===== config.mk =====
export PLATFORM = sky130hd
export DESIGN_NAME = timed_memory_request_queue_flat
export DESIGN_NICKNAME = d
export VERILOG_FILES = /design/src/sv/tmrq_pkg.sv /design/src/sv/tmrq_if.sv /design/src/sv/tmrq_ram.sv /design/src/sv/tmrq_div.sv /design/src/sv/timed_memory_request_queue.sv /design/src/flat_wrapper.sv
export SDC_FILE = /design/constraint.sdc
export NUM_CORES = 2
export LEC_CHECK = 0
export ABC_AREA = 1
export BUFFER_PORTS_ARGS = -buffer_cell sky130_fd_sc_hd__buf_2
export CORE_ASPECT_RATIO = 0.6
export CORE_MARGIN = 10
export CORE_UTILIZATION = 55
export DETAILED_ROUTE_END_ITERATION = 16
export PLACE_DENSITY = 0.77
export SLEW_MARGIN = 25
export SYNTH_ARGS = -nofsm -noshare
export SYNTH_HDL_FRONTEND = slang
export SYNTH_SLANG_ARGS = --single-unit

===== constraint.sdc =====
create_clock -name clk -period 8.8 [get_ports clk]
set_clock_uncertainty 0.15 [all_clocks]
set_input_delay 1.76 -clock clk [delete_from_list [all_inputs] [get_ports clk]]
set_output_delay 1.76 -clock clk [all_outputs]
set_load 0.01 [all_outputs]

===== src/sv/tmrq_pkg.sv =====
// ----------------------------------------------------------------------------
// tmrq_pkg
// Types and constants shared by the timed memory request queue.
// ----------------------------------------------------------------------------
package tmrq_pkg;

  localparam int OP_W      = 2;
  localparam int REQ_W     = 3;
  localparam int ADDR_W    = 64;
  localparam int SIZE_W    = 16;
  localparam int TAG_W     = 16;
  localparam int KIND_W    = 2;
  localparam int CFG_IDX_W = 2;
  localparam int CFG_DAT_W = 16;
  localparam int BUF_W     = 5;
  localparam int TIME_W    = 16;
  localparam int LINE_W    = 13;
  localparam int CYCLE_W   = 64;
  localparam int SPAN_W    = 17;
  localparam int PROD_W    = SPAN_W + TIME_W;

  localparam logic [OP_W-1:0] OP_READ  = 2'd0;
  localparam logic [OP_W-1:0] OP_WRITE = 2'd1;
  localparam logic [OP_W-1:0] OP_TICK  = 2'd2;

  localparam logic [KIND_W-1:0] KIND_REPLY  = 2'd0;
  localparam logic [KIND_W-1:0] KIND_DONE   = 2'd1;
  localparam logic [KIND_W-1:0] KIND_ISSUE  = 2'd2;
  localparam logic [KIND_W-1:0] KIND_STATUS = 2'd3;

  localparam logic [CFG_IDX_W-1:0] CFG_BUFFER_SIZE   = 2'd0;
  localparam logic [CFG_IDX_W-1:0] CFG_BASE_TIME     = 2'd1;
  localparam logic [CFG_IDX_W-1:0] CFG_TIME_PER_LINE = 2'd2;
  localparam logic [CFG_IDX_W-1:0] CFG_LINE_BYTES    = 2'd3;

  typedef struct packed {
    logic              is_write;
    logic [TAG_W-1:0]  tag;
    logic [SIZE_W-1:0] size;
    logic [REQ_W-1:0]  requester;
  } entry_info_t;

  typedef struct packed {
    logic [ADDR_W-1:0] address;
    entry_info_t       info;
  } entry_t;

  localparam int ENTRY_W = $bits(entry_t);

  typedef struct packed {
    logic [KIND_W-1:0] kind;
    logic              accepted;
    logic              busy_res;
    logic [REQ_W-1:0]  out_requester;
    logic [ADDR_W-1:0] out_address;
    logic [SIZE_W-1:0] out_size;
    logic [TAG_W-1:0]  out_tag;
    logic              is_write;
    logic              last;
  } result_t;

  typedef enum logic [3:0] {
    S_IDLE,
    S_REPLY,
    S_COMPL,
    S_IRD,
    S_ISSUE,
    S_MUL,
    S_DSTART,
    S_DIV,
    S_STATUS
  } state_t;

endpackage


===== src/sv/tmrq_if.sv =====
// ----------------------------------------------------------------------------
// tmrq_if
// Valid/ready channels of the timed memory request queue.
// ----------------------------------------------------------------------------
interface tmrq_in_if;
  import tmrq_pkg::*;

  logic              valid;
  logic              ready;
  logic [OP_W-1:0]   op;
  logic [REQ_W-1:0]  requester;
  logic [ADDR_W-1:0] address;
  logic [SIZE_W-1:0] size_bytes;
  logic [TAG_W-1:0]  tag;
  logic              snoop_ok;
  logic              sink_ready;

  modport source (
    output valid, op, requester, address, size_bytes, tag, snoop_ok, sink_ready,
    input  ready
  );
  modport sink (
    input  valid, op, requester, address, size_bytes, tag, snoop_ok, sink_ready,
    output ready
  );
endinterface

interface tmrq_out_if;
  import tmrq_pkg::*;

  logic              valid;
  logic              ready;
  logic [KIND_W-1:0] kind;
  logic              accepted;
  logic              busy_res;
  logic [REQ_W-1:0]  out_requester;
  logic [ADDR_W-1:0] out_address;
  logic [SIZE_W-1:0] out_size;
  logic [TAG_W-1:0]  out_tag;
  logic              is_write;
  logic              last;

  modport source (
    output valid, kind, accepted, busy_res, out_requester, out_address, out_size,
           out_tag, is_write, last,
    input  ready
  );
  modport sink (
    input  valid, kind, accepted, busy_res, out_requester, out_address, out_size,
           out_tag, is_write, last,
    output ready
  );
endinterface

interface tmrq_cfg_if;
  import tmrq_pkg::*;

  logic                 valid;
  logic                 ready;
  logic [CFG_IDX_W-1:0] index;
  logic [CFG_DAT_W-1:0] data;

  modport source (output valid, index, data, input ready);
  modport sink (input valid, index, data, output ready);
endinterface


===== src/sv/tmrq_ram.sv =====
// ----------------------------------------------------------------------------
// tmrq_ram
// Generic simple dual-port RAM, one write port, one registered read port.
// ----------------------------------------------------------------------------
module tmrq_ram #(
  parameter int WIDTH = 8,
  parameter int DEPTH = 16
) (
  input  logic                     clk,
  input  logic                     we,
  input  logic [$clog2(DEPTH)-1:0] waddr,
  input  logic [WIDTH-1:0]         wdata,
  input  logic [$clog2(DEPTH)-1:0] raddr,
  output logic [WIDTH-1:0]         rdata
);

  logic [WIDTH-1:0] mem [DEPTH];

  always_ff @(posedge clk) begin
    if (we) begin
      mem[waddr] <= wdata;
    end
    rdata <= mem[raddr];
  end

endmodule


===== src/sv/tmrq_div.sv =====
// ----------------------------------------------------------------------------
// tmrq_div
// Restoring unsigned divider, one quotient bit per cycle.
// ----------------------------------------------------------------------------
module tmrq_div #(
  parameter int NUM_W = 33,
  parameter int DEN_W = 13
) (
  input  logic             clk,
  input  logic             rst,
  input  logic             start,
  input  logic [NUM_W-1:0] num,
  input  logic [DEN_W-1:0] den,
  output logic             done,
  output logic [NUM_W-1:0] quot
);

  localparam int CNT_W = $clog2(NUM_W + 1);

  logic [DEN_W-1:0] rem;
  logic [CNT_W-1:0] cnt;
  logic             busy;
  logic [DEN_W:0]   shifted;
  logic [DEN_W+1:0] diff;
  logic             fit;

  always_comb begin
    shifted = {rem, quot[NUM_W-1]};
    diff    = {1'b0, shifted} - {2'b00, den};
    fit     = !diff[DEN_W+1];
  end

  always_ff @(posedge clk) begin
    if (rst) begin
      busy <= 1'b0;
      done <= 1'b0;
      cnt  <= '0;
    end else begin
      done <= busy && (cnt == CNT_W'(1));
      if (start) begin
        busy <= 1'b1;
        cnt  <= CNT_W'(NUM_W);
      end else if (busy) begin
        cnt <= cnt - CNT_W'(1);
        if (cnt == CNT_W'(1)) begin
          busy <= 1'b0;
        end
      end
    end
  end

  always_ff @(posedge clk) begin
    if (start) begin
      rem  <= '0;
      quot <= num;
    end else if (busy) begin
      rem  <= fit ? diff[DEN_W-1:0] : shifted[DEN_W-1:0];
      quot <= {quot[NUM_W-2:0], fit};
    end
  end

endmodule


===== src/sv/timed_memory_request_queue.sv =====
// A request reply passes through the REPLY state and then the output register.
// A tick that issues an entry, also after a completion, emits the issue result and then
// waits on the bit-serial divider for the completion time before its status result.
// One transaction is in flight at a time; the next is taken while the last result waits.
// Reset clears pointers, count, cycle counter and configuration to defaults;
// queue memory is not cleared and needs no clearing pass.
// ----------------------------------------------------------------------------
// timed_memory_request_queue
// Bounded FIFO of memory requests held in RAM, completed after a timed latency.
// ----------------------------------------------------------------------------
module timed_memory_request_queue #(
  parameter int QUEUE_DEPTH = 16
) (
  input  logic       clk,
  input  logic       rst,
  tmrq_in_if.sink    req,
  tmrq_out_if.source rsp,
  tmrq_cfg_if.sink   cfg
);
  import tmrq_pkg::*;

  localparam int IW = $clog2(QUEUE_DEPTH);
  localparam int CW = $clog2(QUEUE_DEPTH + 1);
  localparam int LW = (CW > BUF_W) ? CW : BUF_W;

  state_t state, state_next;

  logic [BUF_W-1:0]   buffer_size;
  logic [TIME_W-1:0]  base_time;
  logic [TIME_W-1:0]  time_per_line;
  logic [LINE_W-1:0]  line_bytes;

  logic [IW-1:0]      head_ptr;
  logic [CW-1:0]      entry_count;
  logic               head_started;
  logic [CYCLE_W-1:0] head_done_cycle;
  logic [CYCLE_W-1:0] cycle_now;

  logic [CYCLE_W-1:0] tick_now;
  logic               tick_busy;
  logic               tick_ok;
  logic               reply_ok;

  logic               out_valid;
  result_t            res, res_next;

  logic [SPAN_W-1:0]  span;
  logic [LINE_W-1:0]  line_div;
  logic [PROD_W-1:0]  prod;
  logic               div_done;
  logic [PROD_W-1:0]  quot;

  logic               in_fire;
  logic               out_free;
  logic               emit;
  logic               is_req;
  logic               head_due;
  logic               head_wait;
  logic               room;
  logic               ok;
  logic [LW-1:0]      limit;
  logic [IW:0]        tail_sum;
  logic [IW-1:0]      tail_idx;
  logic [LINE_W-1:0]  line_eff;
  entry_t             wr_entry;
  entry_t             rd_entry;

  tmrq_ram #(
    .WIDTH (ENTRY_W),
    .DEPTH (QUEUE_DEPTH)
  ) u_ram (
    .clk   (clk),
    .we    (in_fire && is_req && ok),
    .waddr (tail_idx),
    .wdata (wr_entry),
    .raddr (head_ptr),
    .rdata (rd_entry)
  );

  tmrq_div #(
    .NUM_W (PROD_W),
    .DEN_W (LINE_W)
  ) u_div (
    .clk   (clk),
    .rst   (rst),
    .start (state == S_DSTART),
    .num   (prod),
    .den   (line_div),
    .done  (div_done),
    .quot  (quot)
  );

  always_comb begin
    in_fire   = req.valid && req.ready;
    out_free  = !out_valid || rsp.ready;
    is_req    = (req.op == OP_READ) || (req.op == OP_WRITE);
    head_due  = (entry_count != '0) && head_started && (cycle_now >= head_done_cycle);
    head_wait = (entry_count != '0) && !head_started;

    if ((buffer_size == '0) || (LW'(buffer_size) > LW'(QUEUE_DEPTH))) begin
      limit = LW'(QUEUE_DEPTH);
    end else begin
      limit = LW'(buffer_size);
    end
    room = LW'(entry_count) < limit;
    ok   = room && !((req.op == OP_WRITE) && !req.snoop_ok);

    tail_sum = (IW+1)'(head_ptr) + (IW+1)'(entry_count);
    if (tail_sum >= (IW+1)'(QUEUE_DEPTH)) begin
      tail_idx = IW'(tail_sum - (IW+1)'(QUEUE_DEPTH));
    end else begin
      tail_idx = IW'(tail_sum);
    end

    wr_entry.address        = req.address;
    wr_entry.info.is_write  = (req.op == OP_WRITE);
    wr_entry.info.tag       = req.tag;
    wr_entry.info.size      = req.size_bytes;
    wr_entry.info.requester = req.requester;

    line_eff = (line_bytes == '0) ? LINE_W'(1) : line_bytes;
  end

  always_comb begin
    state_next = state;
    unique case (state)
      S_IDLE: begin
        if (in_fire) begin
          case (req.op) inside
            OP_READ, OP_WRITE: state_next = S_REPLY;
            OP_TICK: begin
              if (head_due) begin
                state_next = req.sink_ready ? S_COMPL : S_STATUS;
              end else if (head_wait) begin
                state_next = S_ISSUE;
              end else begin
                state_next = S_STATUS;
              end
            end
            default: state_next = S_IDLE;
          endcase
        end
      end
      S_REPLY:  if (out_free) state_next = S_IDLE;
      S_COMPL: begin
        if (out_free) begin
          state_next = (entry_count > CW'(1)) ? S_IRD : S_STATUS;
        end
      end
      S_IRD:    state_next = S_ISSUE;
      S_ISSUE:  if (out_free) state_next = S_MUL;
      S_MUL:    state_next = S_DSTART;
      S_DSTART: state_next = S_DIV;
      S_DIV:    if (div_done) state_next = S_STATUS;
      S_STATUS: if (out_free) state_next = S_IDLE;
      default:  state_next = S_IDLE;
    endcase
  end

  always_comb begin
    req.ready = (state == S_IDLE);
    cfg.ready = 1'b1;
    emit      = 1'b0;
    res_next  = '0;
    unique case (state)
      S_REPLY: begin
        emit              = out_free;
        res_next.kind     = KIND_REPLY;
        res_next.accepted = reply_ok;
        res_next.last     = 1'b1;
      end
      S_COMPL, S_ISSUE: begin
        emit                   = out_free;
        res_next.kind          = (state == S_COMPL) ? KIND_DONE : KIND_ISSUE;
        res_next.busy_res      = tick_busy;
        res_next.out_requester = rd_entry.info.requester;
        res_next.out_address   = rd_entry.address;
        res_next.out_size      = rd_entry.info.size;
        res_next.out_tag       = rd_entry.info.tag;
        res_next.is_write      = rd_entry.info.is_write;
      end
      S_STATUS: begin
        emit              = out_free;
        res_next.kind     = KIND_STATUS;
        res_next.accepted = tick_ok;
        res_next.busy_res = tick_busy;
        res_next.last     = 1'b1;
      end
      default: emit = 1'b0;
    endcase
  end

  assign rsp.valid         = out_valid;
  assign rsp.kind          = res.kind;
  assign rsp.accepted      = res.accepted;
  assign rsp.busy_res      = res.busy_res;
  assign rsp.out_requester = res.out_requester;
  assign rsp.out_address   = res.out_address;
  assign rsp.out_size      = res.out_size;
  assign rsp.out_tag       = res.out_tag;
  assign rsp.is_write      = res.is_write;
  assign rsp.last          = res.last;

  always_ff @(posedge clk) begin
    if (rst) begin
      state           <= S_IDLE;
      out_valid       <= 1'b0;
      head_ptr        <= '0;
      entry_count     <= '0;
      head_started    <= 1'b0;
      head_done_cycle <= '0;
      cycle_now       <= '0;
      buffer_size     <= '0;
      base_time       <= TIME_W'(1);
      time_per_line   <= TIME_W'(1);
      line_bytes      <= LINE_W'(64);
    end else begin
      state <= state_next;

      if (emit) begin
        out_valid <= 1'b1;
      end else if (rsp.ready) begin
        out_valid <= 1'b0;
      end

      if (cfg.valid && cfg.ready) begin
        unique case (cfg.index)
          CFG_BUFFER_SIZE:   buffer_size   <= cfg.data[BUF_W-1:0];
          CFG_BASE_TIME:     base_time     <= cfg.data[TIME_W-1:0];
          CFG_TIME_PER_LINE: time_per_line <= cfg.data[TIME_W-1:0];
          CFG_LINE_BYTES:    line_bytes    <= cfg.data[LINE_W-1:0];
        endcase
      end

      if (in_fire && is_req && ok) begin
        entry_count <= entry_count + CW'(1);
      end

      if (in_fire && (req.op == OP_TICK)) begin
        cycle_now <= cycle_now + CYCLE_W'(1);
      end

      if ((state == S_COMPL) && out_free) begin
        head_ptr     <= (head_ptr == IW'(QUEUE_DEPTH - 1)) ? '0 : head_ptr + IW'(1);
        entry_count  <= entry_count - CW'(1);
        head_started <= 1'b0;
      end

      if ((state == S_DIV) && div_done) begin
        head_started    <= 1'b1;
        head_done_cycle <= tick_now + CYCLE_W'(CYCLE_W'(base_time) + CYCLE_W'(quot));
      end
    end
  end

  always_ff @(posedge clk) begin
    if (emit) begin
      res <= res_next;
    end
    if (in_fire) begin
      reply_ok  <= ok;
      tick_now  <= cycle_now;
      tick_busy <= (entry_count != '0);
      tick_ok   <= !(head_due && !req.sink_ready);
    end
    if ((state == S_ISSUE) && out_free) begin
      span     <= SPAN_W'(rd_entry.info.size) + SPAN_W'(line_eff) - SPAN_W'(1);
      line_div <= line_eff;
    end
    if (state == S_MUL) begin
      prod <= PROD_W'(time_per_line) * PROD_W'(span);
    end
  end

  a_count_bound: assert property (@(posedge clk) disable iff (rst)
    entry_count <= CW'(QUEUE_DEPTH))
    else $error("queue count above depth");

  a_started_nonempty: assert property (@(posedge clk) disable iff (rst)
    head_started |-> (entry_count != '0))
    else $error("head marked started on an empty queue");

  a_tick_advances: assert property (@(posedge clk) disable iff (rst)
    (in_fire && (req.op == OP_TICK)) |=> (cycle_now == $past(cycle_now) + CYCLE_W'(1)))
    else $error("cycle counter did not advance on tick");

  a_full_refused: assert property (@(posedge clk) disable iff (rst)
    (in_fire && is_req && (entry_count == CW'(QUEUE_DEPTH)))
      |=> (entry_count == $past(entry_count)))
    else $error("request queued into a full queue");

endmodule

===== src/flat_wrapper.sv =====
// flat-port wrapper written by rule: the top's interface ports become plain ports
module timed_memory_request_queue_flat import tmrq_pkg::*;
#(
  parameter int QUEUE_DEPTH = 16
)
  (clk, rst, req_valid, req_op, req_requester, req_address, req_size_bytes, req_tag, req_snoop_ok, req_sink_ready, req_ready, rsp_valid, rsp_kind, rsp_accepted, rsp_busy_res, rsp_out_requester, rsp_out_address, rsp_out_size, rsp_out_tag, rsp_is_write, rsp_last, rsp_ready, cfg_valid, cfg_index, cfg_data, cfg_ready);
  tmrq_in_if req_i ();
  tmrq_out_if rsp_i ();
  tmrq_cfg_if cfg_i ();
  input  logic clk;
  input  logic rst;
  input wire logic [$bits(req_i.valid)-1:0] req_valid;
  input wire logic [$bits(req_i.op)-1:0] req_op;
  input wire logic [$bits(req_i.requester)-1:0] req_requester;
  input wire logic [$bits(req_i.address)-1:0] req_address;
  input wire logic [$bits(req_i.size_bytes)-1:0] req_size_bytes;
  input wire logic [$bits(req_i.tag)-1:0] req_tag;
  input wire logic [$bits(req_i.snoop_ok)-1:0] req_snoop_ok;
  input wire logic [$bits(req_i.sink_ready)-1:0] req_sink_ready;
  output wire logic [$bits(req_i.ready)-1:0] req_ready;
  output wire logic [$bits(rsp_i.valid)-1:0] rsp_valid;
  output wire logic [$bits(rsp_i.kind)-1:0] rsp_kind;
  output wire logic [$bits(rsp_i.accepted)-1:0] rsp_accepted;
  output wire logic [$bits(rsp_i.busy_res)-1:0] rsp_busy_res;
  output wire logic [$bits(rsp_i.out_requester)-1:0] rsp_out_requester;
  output wire logic [$bits(rsp_i.out_address)-1:0] rsp_out_address;
  output wire logic [$bits(rsp_i.out_size)-1:0] rsp_out_size;
  output wire logic [$bits(rsp_i.out_tag)-1:0] rsp_out_tag;
  output wire logic [$bits(rsp_i.is_write)-1:0] rsp_is_write;
  output wire logic [$bits(rsp_i.last)-1:0] rsp_last;
  input wire logic [$bits(rsp_i.ready)-1:0] rsp_ready;
  input wire logic [$bits(cfg_i.valid)-1:0] cfg_valid;
  input wire logic [$bits(cfg_i.index)-1:0] cfg_index;
  input wire logic [$bits(cfg_i.data)-1:0] cfg_data;
  output wire logic [$bits(cfg_i.ready)-1:0] cfg_ready;
  assign req_i.valid = req_valid;
  assign req_i.op = req_op;
  assign req_i.requester = req_requester;
  assign req_i.address = req_address;
  assign req_i.size_bytes = req_size_bytes;
  assign req_i.tag = req_tag;
  assign req_i.snoop_ok = req_snoop_ok;
  assign req_i.sink_ready = req_sink_ready;
  assign req_ready = req_i.ready;
  assign rsp_valid = rsp_i.valid;
  assign rsp_kind = rsp_i.kind;
  assign rsp_accepted = rsp_i.accepted;
  assign rsp_busy_res = rsp_i.busy_res;
  assign rsp_out_requester = rsp_i.out_requester;
  assign rsp_out_address = rsp_i.out_address;
  assign rsp_out_size = rsp_i.out_size;
  assign rsp_out_tag = rsp_i.out_tag;
  assign rsp_is_write = rsp_i.is_write;
  assign rsp_last = rsp_i.last;
  assign rsp_i.ready = rsp_ready;
  assign cfg_i.valid = cfg_valid;
  assign cfg_i.index = cfg_index;
  assign cfg_i.data = cfg_data;
  assign cfg_ready = cfg_i.ready;
  timed_memory_request_queue #(.QUEUE_DEPTH(QUEUE_DEPTH)) u_core (.clk(clk), .rst(rst), .req(req_i), .rsp(rsp_i), .cfg(cfg_i));
endmodule

== Word-level counts from Yosys, hierarchy flattened ==
Memory sizes are Yosys's and may differ from the RTL's. A register that Yosys moved wholly into a read port is not among the register bits.
Cells that the tools add are included.

* Add/subtract/negate cells: 12
* $mul: 1
* $lt $le $gt $ge: 5
* Equal/unequal tests: 20
* Mux-type cells: 37
* Reduce and logical (&&, ||, !) cells: 45

{| class="wikitable"
|+ Operators by type and width
! operator !! count
|-
| two-way mux 33 bit || 2
|-
| adder 64 x 1 -> 64 bit (second input constant) || 1
|-
| adder 64 bit || 1
|-
| >= comparator 64 bit || 1
|-
| two-way mux 4 bit || 13
|-
| adder 16 x 33 -> 34 bit || 1
|-
| multiplier 16 x 17 -> 33 bit || 1
|-
| case mux 4 bit (8 select lines) || 1
|-
| two-way mux 13 bit || 2
|-
| adder 16 x 13 -> 17 bit || 1
|-
| subtractor 17 x 1 -> 17 bit (second input constant) || 1
|-
| equality test 4 x 3 -> 1 bit (second input constant) || 4
|-
| two-way mux 5 bit || 3
|-
| subtractor 14 x 13 -> 15 bit || 1
|-
| logical AND 1 bit || 14
|-
| zero test 13 bit || 1
|-
| two-way mux 6 bit || 2
|-
| two-way mux 1 bit || 11
|-
| equality test 4 x 2 -> 1 bit (second input constant) || 2
|-
| equality test 4 bit (second input constant) || 2
|-
| AND reduction 2 bit || 4
|-
| nonzero test 2 bit || 4
|-
| OR reduction 2 bit || 4
|-
| zero test 1 bit || 7
|-
| other kinds (27) || 36
|}

* Bits in registers: 482
* RAM bits: 1,600
* Input bits: 126
* Output and inout bits: 108
* Memories: 1

{| class="wikitable"
|+ Memory list
! memory !! words !! bits a word !! rd ports !! clocked after memory_dff !! write ports !! line !! RTL
|-
| u_core.u_ram.mem || 16 || 100 || 1 || 1 || 1 || tmrq_ram.sv:17 || <nowiki>logic [WIDTH-1:0] mem [DEPTH];</nowiki>
|}

== Logic depth before layout (Yosys ltp) ==
* Depth after elaboration: 8
* Gate-level depth with buffers: 28
* Depth with buffers taken out: 27

== Cells and area by module ==
From an unflattened synthesis, not the netlist that was laid out.

* Cells, all modules: 11,099
* Area total of the unflattened synthesis: 107,167.8 sq um

{| class="wikitable"
|+ By module, submodules not included
! module !! instances !! cells an instance !! area each (sq um) !! sequential area each (sq um)
|-
| tmrq_ram || 1 || 6,562 || 71,135.7 || 50,048.0
|-
| timed_memory_request_queue || 1 || 4,083 || 32,651.3 || 10,920.5
|-
| tmrq_div || 1 || 454 || 3,380.7 || 1,411.4
|}

== Least setup slack after synthesis ==
Ideal clock, no wire load.

* Path type: input to register
* From: input req_op[0]
* To: memory u_core.u_ram.mem[10][0] (netlist bit) (enable)
* Data arrival time: 6.630 ns
* Required time: 8.090 ns
* Setup slack: 1.460 ns
* Cell stages on the path: 7
* Path buffers: 0
* Cell sequence: inv_1 nor2_1 nand2_1 nand3_1 inv_1 nand3_1 nor2_1

* Word-level cells in the longest chain between the ends: 7

{| class="wikitable"
|+ RTL lines
! what !! line !! RTL
|-
| start: declaration || flat_wrapper.sv:13 || <nowiki>input wire logic [$bits(req_i.op)-1:0] req_op;</nowiki>
|-
| equality test 2 x 1 -> 1 bit * || -- ||
|-
| named net u_core.u_ram.wdata[35] || tmrq_ram.sv:12 || <nowiki>input logic [WIDTH-1:0] wdata,</nowiki>
|-
| logical AND 1 bit || timed_memory_request_queue.sv:106 || <nowiki>ok = room && !((req.op == OP_WRITE) && !req.snoop_ok);</nowiki>
|-
| zero test 1 bit || timed_memory_request_queue.sv:106 ||
|-
| logical AND 1 bit || timed_memory_request_queue.sv:106 ||
|-
| logical AND 1 bit * || timed_memory_request_queue.sv:73 || <nowiki>.we (in_fire && is_req && ok),</nowiki>
|-
| two-way mux 1 bit * || tmrq_ram.sv:20 || <nowiki>if (we) begin</nowiki>
|-
| two-way mux 1 bit (implied by the code) * || tmrq_ram.sv:21 || <nowiki>mem[waddr] <= wdata;</nowiki>
|-
| end: declaration || tmrq_ram.sv:17 ||
|}

The timed path passes the listed nets; every way through them passes the cells marked *.

== Worst setup path after layout ==
* From: register u_core.time_per_line[7]
* To: register u_core.prod[32], data pin

* Word-level cells in the longest chain between the ends: 1

{| class="wikitable"
|+ RTL lines
! what !! line !! RTL
|-
| start: declaration || timed_memory_request_queue.sv:30 || <nowiki>logic [TIME_W-1:0] time_per_line;</nowiki>
|-
| start signal: assignment || timed_memory_request_queue.sv:230 || <nowiki>CFG_TIME_PER_LINE: time_per_line <= cfg.data[TIME_W-1:0];</nowiki>
|-
| multiplier 16 x 17 -> 33 bit || timed_memory_request_queue.sv:271 || <nowiki>prod <= PROD_W'(time_per_line) * PROD_W'(span);</nowiki>
|-
| end signal: assignment || timed_memory_request_queue.sv:271 ||
|-
| end: declaration || timed_memory_request_queue.sv:49 || <nowiki>logic [PROD_W-1:0] prod;</nowiki>
|}

No other way between the ends.
A chain may end at the register's enable or synchronous reset.

==> impl_metrics.yaml <==
status:
  outcome: "finished, final reports clean"
floorplan:
  die_h_um: 349
  die_width_um: 569
  initial_core_util: 0.555
  coreArea_mm2: 0.179
  dieArea_mm2: 0.199
  fp-row-count: 120
  io_pins: 234
timing:
  timing.setup.tns_ns: 0
  setup_viol: 0
  finalCritPeriodShare: 0.778
  worst_slew_pin_slew_ns: 1.10
  slew_violations: 0
  hold_viol: 0
  max_freq_mhz: 146
  rsz0062_at_grt: "no"
  setup_ws_ns: 1.96
  fin_crit_ns: 6.84
  slew_headroom: 0.256
power:
  peakVddDrop_uv: 153
  p_per_area_mw_per_mm2: 201
  pwr-share-seq: 0.525
  power_leakage_nw: 40.9
  p_clk_frac: 0.392
  comb_power_share: 0.083
  switchingPower_w: 0.00516
  internal_power_w: 0.0168
  switching_share: 0.235
placement:
  port_buffers: 232
  place_ws_ns: 2.16
  gp_congestion: 1.02
  dp_hpwl_um: 166000
critical_path:
  r2r_slack_ns: 1.96
  endpoint_kind: "register"
  critical_path_class: "reg -> reg"
  rr_worst_depth: 18
  crit_required_ns: 9.20
  worstSetupStartpointType: "register"
  r2r-start: "u_core.time_per_line[7]"
  reg2reg_to: "u_core.prod[32]"
  path_max_fanout: 18
  cp.arrival_ns: 7.25
cts:
  post_cts_buffers: 0
  cts_buffers: 196
  h-tree-depth: 4
  insertion_delay_ns: 0.87
  cts_resized: 0
  hold_buffers: 0
  clock_path_buffers: 4
  cts_tree: "yes"
  root_buffer: "clkbuf_16"
  path_clk_slew_ns: 0.06
  cts.sinks: 2182
layout:
  multi_input_area_mm2: 0.0317
  fin_nets: 9480
  fill_cells: 13600
  regArea_mm2: 0.0624
  syn_to_final_growth_pct: 9.99
  final_layout_size_suffix_gt1_frac: 0.0716
drt:
  drtAntennaViolNets: 0
  finalWirelength_um: 272000
  drcViolationCount: 0
  num_vias: 68500
  drt_iter0_drc: 10000
  routedWlPerCell_um: 23.8
  drt_first_pass_iters: 6
  vias_per_cell: 6.00
grt:
  grt_pass1_vias: 65100
  grt_usage: 0.264
  antenna_found_initial: 38
  grt_max_degree: 256
  grt.overflow.total: 0
  grt_first_pass_wirelength_um: 406000
synth:
  synth_warnings: 0
  yosysSeqAreaShare: 0.627
  synth_edf_count: 1868
  netlist_instances: 8816
  synth_cell_types: 57
  avgSynthCellArea_um2: 11.3
  syn_area_mm2: 0.0995
  synth_nets: 9430
  ys.flop_type: "edfxtp_1"
  ys_ff_latch: 2182
  async_reset_ff_frac: 0
hold_path:
  worstHoldPathType: "reg -> reg"
  min_delay_path_depth: 0
  min-delay-start: "u_core.line_bytes[9]"
  min_to: "u_core.line_div[9]"
job:
  maxCapViolations: 0
## layout by cell type, fill, tap and decap left out, types with 6 or more instances in the layout
cell type / Yosys / final
nand3_1: 276 / 276
diode_2: 0 / 27
buf_16: 0 / 7
clkinv_2: 0 / 32
a31oi_1: 13 / 13
xor2_1: 102 / 102
nor4_1: 19 / 18
buf_4: 1 / 35
dfxtp_1: 314 / 311
ha_1: 275 / 275
mux2i_1: 159 / 159
a21o_1: 13 / 13
o21bai_1: 9 / 9
fa_1: 213 / 213
nand2_1: 1067 / 1066
nor3_1: 90 / 90
inv_6: 0 / 6
clkbuf_16: 0 / 201
bufinv_16: 0 / 17
buf_2: 30 / 231
nand4_1: 64 / 64
clkbuf_1: 380 / 47
buf_12: 0 / 22
o32ai_1: 241 / 241
xnor2_1: 41 / 41
nor2_1: 1334 / 1310
o21ai_0: 647 / 645
o211ai_1: 53 / 53
edfxtp_1: 1868 / 1868
clkbuf_8: 0 / 17
inv_1: 1024 / 1021
nand2_2: 5 / 6
nor2_4: 10 / 31
o221ai_1: 161 / 161
a21boi_0: 8 / 8
clkinvlp_4: 0 / 6
o21a_1: 12 / 12
clkinv_1: 1 / 29
a21oi_1: 295 / 295
nor2_2: 6 / 9
## cells by family after synthesis
group	synth area share
flip-flops	0.627
XOR/XNOR	0.0126
multiplexers	0.0160
AO/OA/AOI/OAI	0.0922
buffers and inverters	0.0560
adder cells (fa/ha/maj)	0.0775
AND/OR/NAND/NOR	0.119
other	0.0000377
## sequential cells by signal (all words and copies together) (netlist names), 17 cells and up
register and flops:
u_core.u_div.quot 33, u_core.tick_now 64, u_core.u_ram.mem 1600, u_core.span 17, u_core.rsp.out_address 64, u_core.prod 33
u_core.head_done_cycle 64, u_core.cycle_now 64, u_core.u_ram.rdata 100
## worst max path at each step
stage | startpoint | endpoint | slack [ns] | cells after the start
finish | u_core.time_per_line[7] | u_core.prod[32] | 1.96 | 18
global route | u_core.time_per_line[7] | u_core.prod[30] | 1.75 | 23
CTS | u_core.time_per_line[7] | u_core.prod[30] | 2.14 | 23
detailed placement | u_core.time_per_line[7] | u_core.prod[30] | 2.16 | 23
global placement | u_core.time_per_line[7] | u_core.prod[30] | 2.26 | 23
floorplan | req_op[0] | u_core.u_ram.mem[10][0] | 1.46 | 7
## final cells by class
type                            count  share of cell area
Sequential cell                  2182               0.570
Timing Repair Buffer              296              0.0189
Clock buffer                      265              0.0497
Inverter                         1028              0.0355
Clock inverter                     90             0.00823
Antenna cell                       27            0.000618
Tap cell                         2379              0.0272
Multi-Input combinational cell   5162               0.290
## power groups by stage
stage          sequential [W]  combinational, W  clock (W)
6_report               0.0116           0.00183    0.00862
4_1_cts                0.0116           0.00179    0.00869
5_1_grt                0.0116           0.00203    0.00910
2_1_floorplan          0.0118           0.00110          0
3_5_place_dp           0.0118           0.00178          0
3_3_place_gp           0.0118           0.00175          0
## metal layers
metal	share of wire	vias to the layer above	routed length, um	track usage
met1	0.43	33600	118000	0.400
met2	0.42	3861	114000	0.375
met4	0.026	10	7030	0.0737
li1	-	30700	-	-
met3	0.12	386	32900	0.0719
met5	0.00019	-	52	0
## synth_stat cells (all sizes together) (41+ instances only)
master | n | area share
nor3 | 94 | 0.0050
o211ai | 53 | 0.0040
fa | 213 | 0.043
mux2i | 159 | 0.016
nand2 | 1074 | 0.041
nand3 | 277 | 0.014
clkbuf | 380 | 0.014
nand4 | 65 | 0.0042
edfxtp | 1868 | 0.56
dfxtp | 314 | 0.063
xor2 | 102 | 0.0090
xnor2 | 41 | 0.0036
o32ai | 241 | 0.021
nor2 | 1350 | 0.052
ha | 275 | 0.035
o221ai | 161 | 0.014
a21oi | 295 | 0.015
buf | 64 | 0.0029
o21ai | 650 | 0.033
inv | 1027 | 0.039
## critical path: stages (launching register included)
cell,delay (ns)
dfxtp_1,1.04
nand2_1,0.20
fa_1,0.58
inv_1,0.06
fa_1,0.49
fa_1,0.61
fa_1,0.44
fa_1,0.51
inv_1,0.08
fa_1,0.48
inv_1,0.04
ha_1,0.36
nand2_1,0.11
nor4_1,0.75
nand3_1,0.15
nand3_1,0.18
a31oi_1,0.09
a21oi_1,0.16
xor2_1,0.08
## through the flow
step	hold WS (ns)	area [um^2]	utilization	cells	total power, W
2_1_floorplan	0.279	99500	-	8816	0.0129
3_3_place_gp	0.266	103000	0.574	11000	0.0135
3_5_place_dp	0.270	103000	0.575	11000	0.0135
4_1_cts	0.285	109000	0.610	11400	0.0220
5_1_grt	0.298	109000	0.611	11400	0.0227
6_report	0.288	109000	0.611	11400	0.0220
Power figures use the tool's default switching activity.
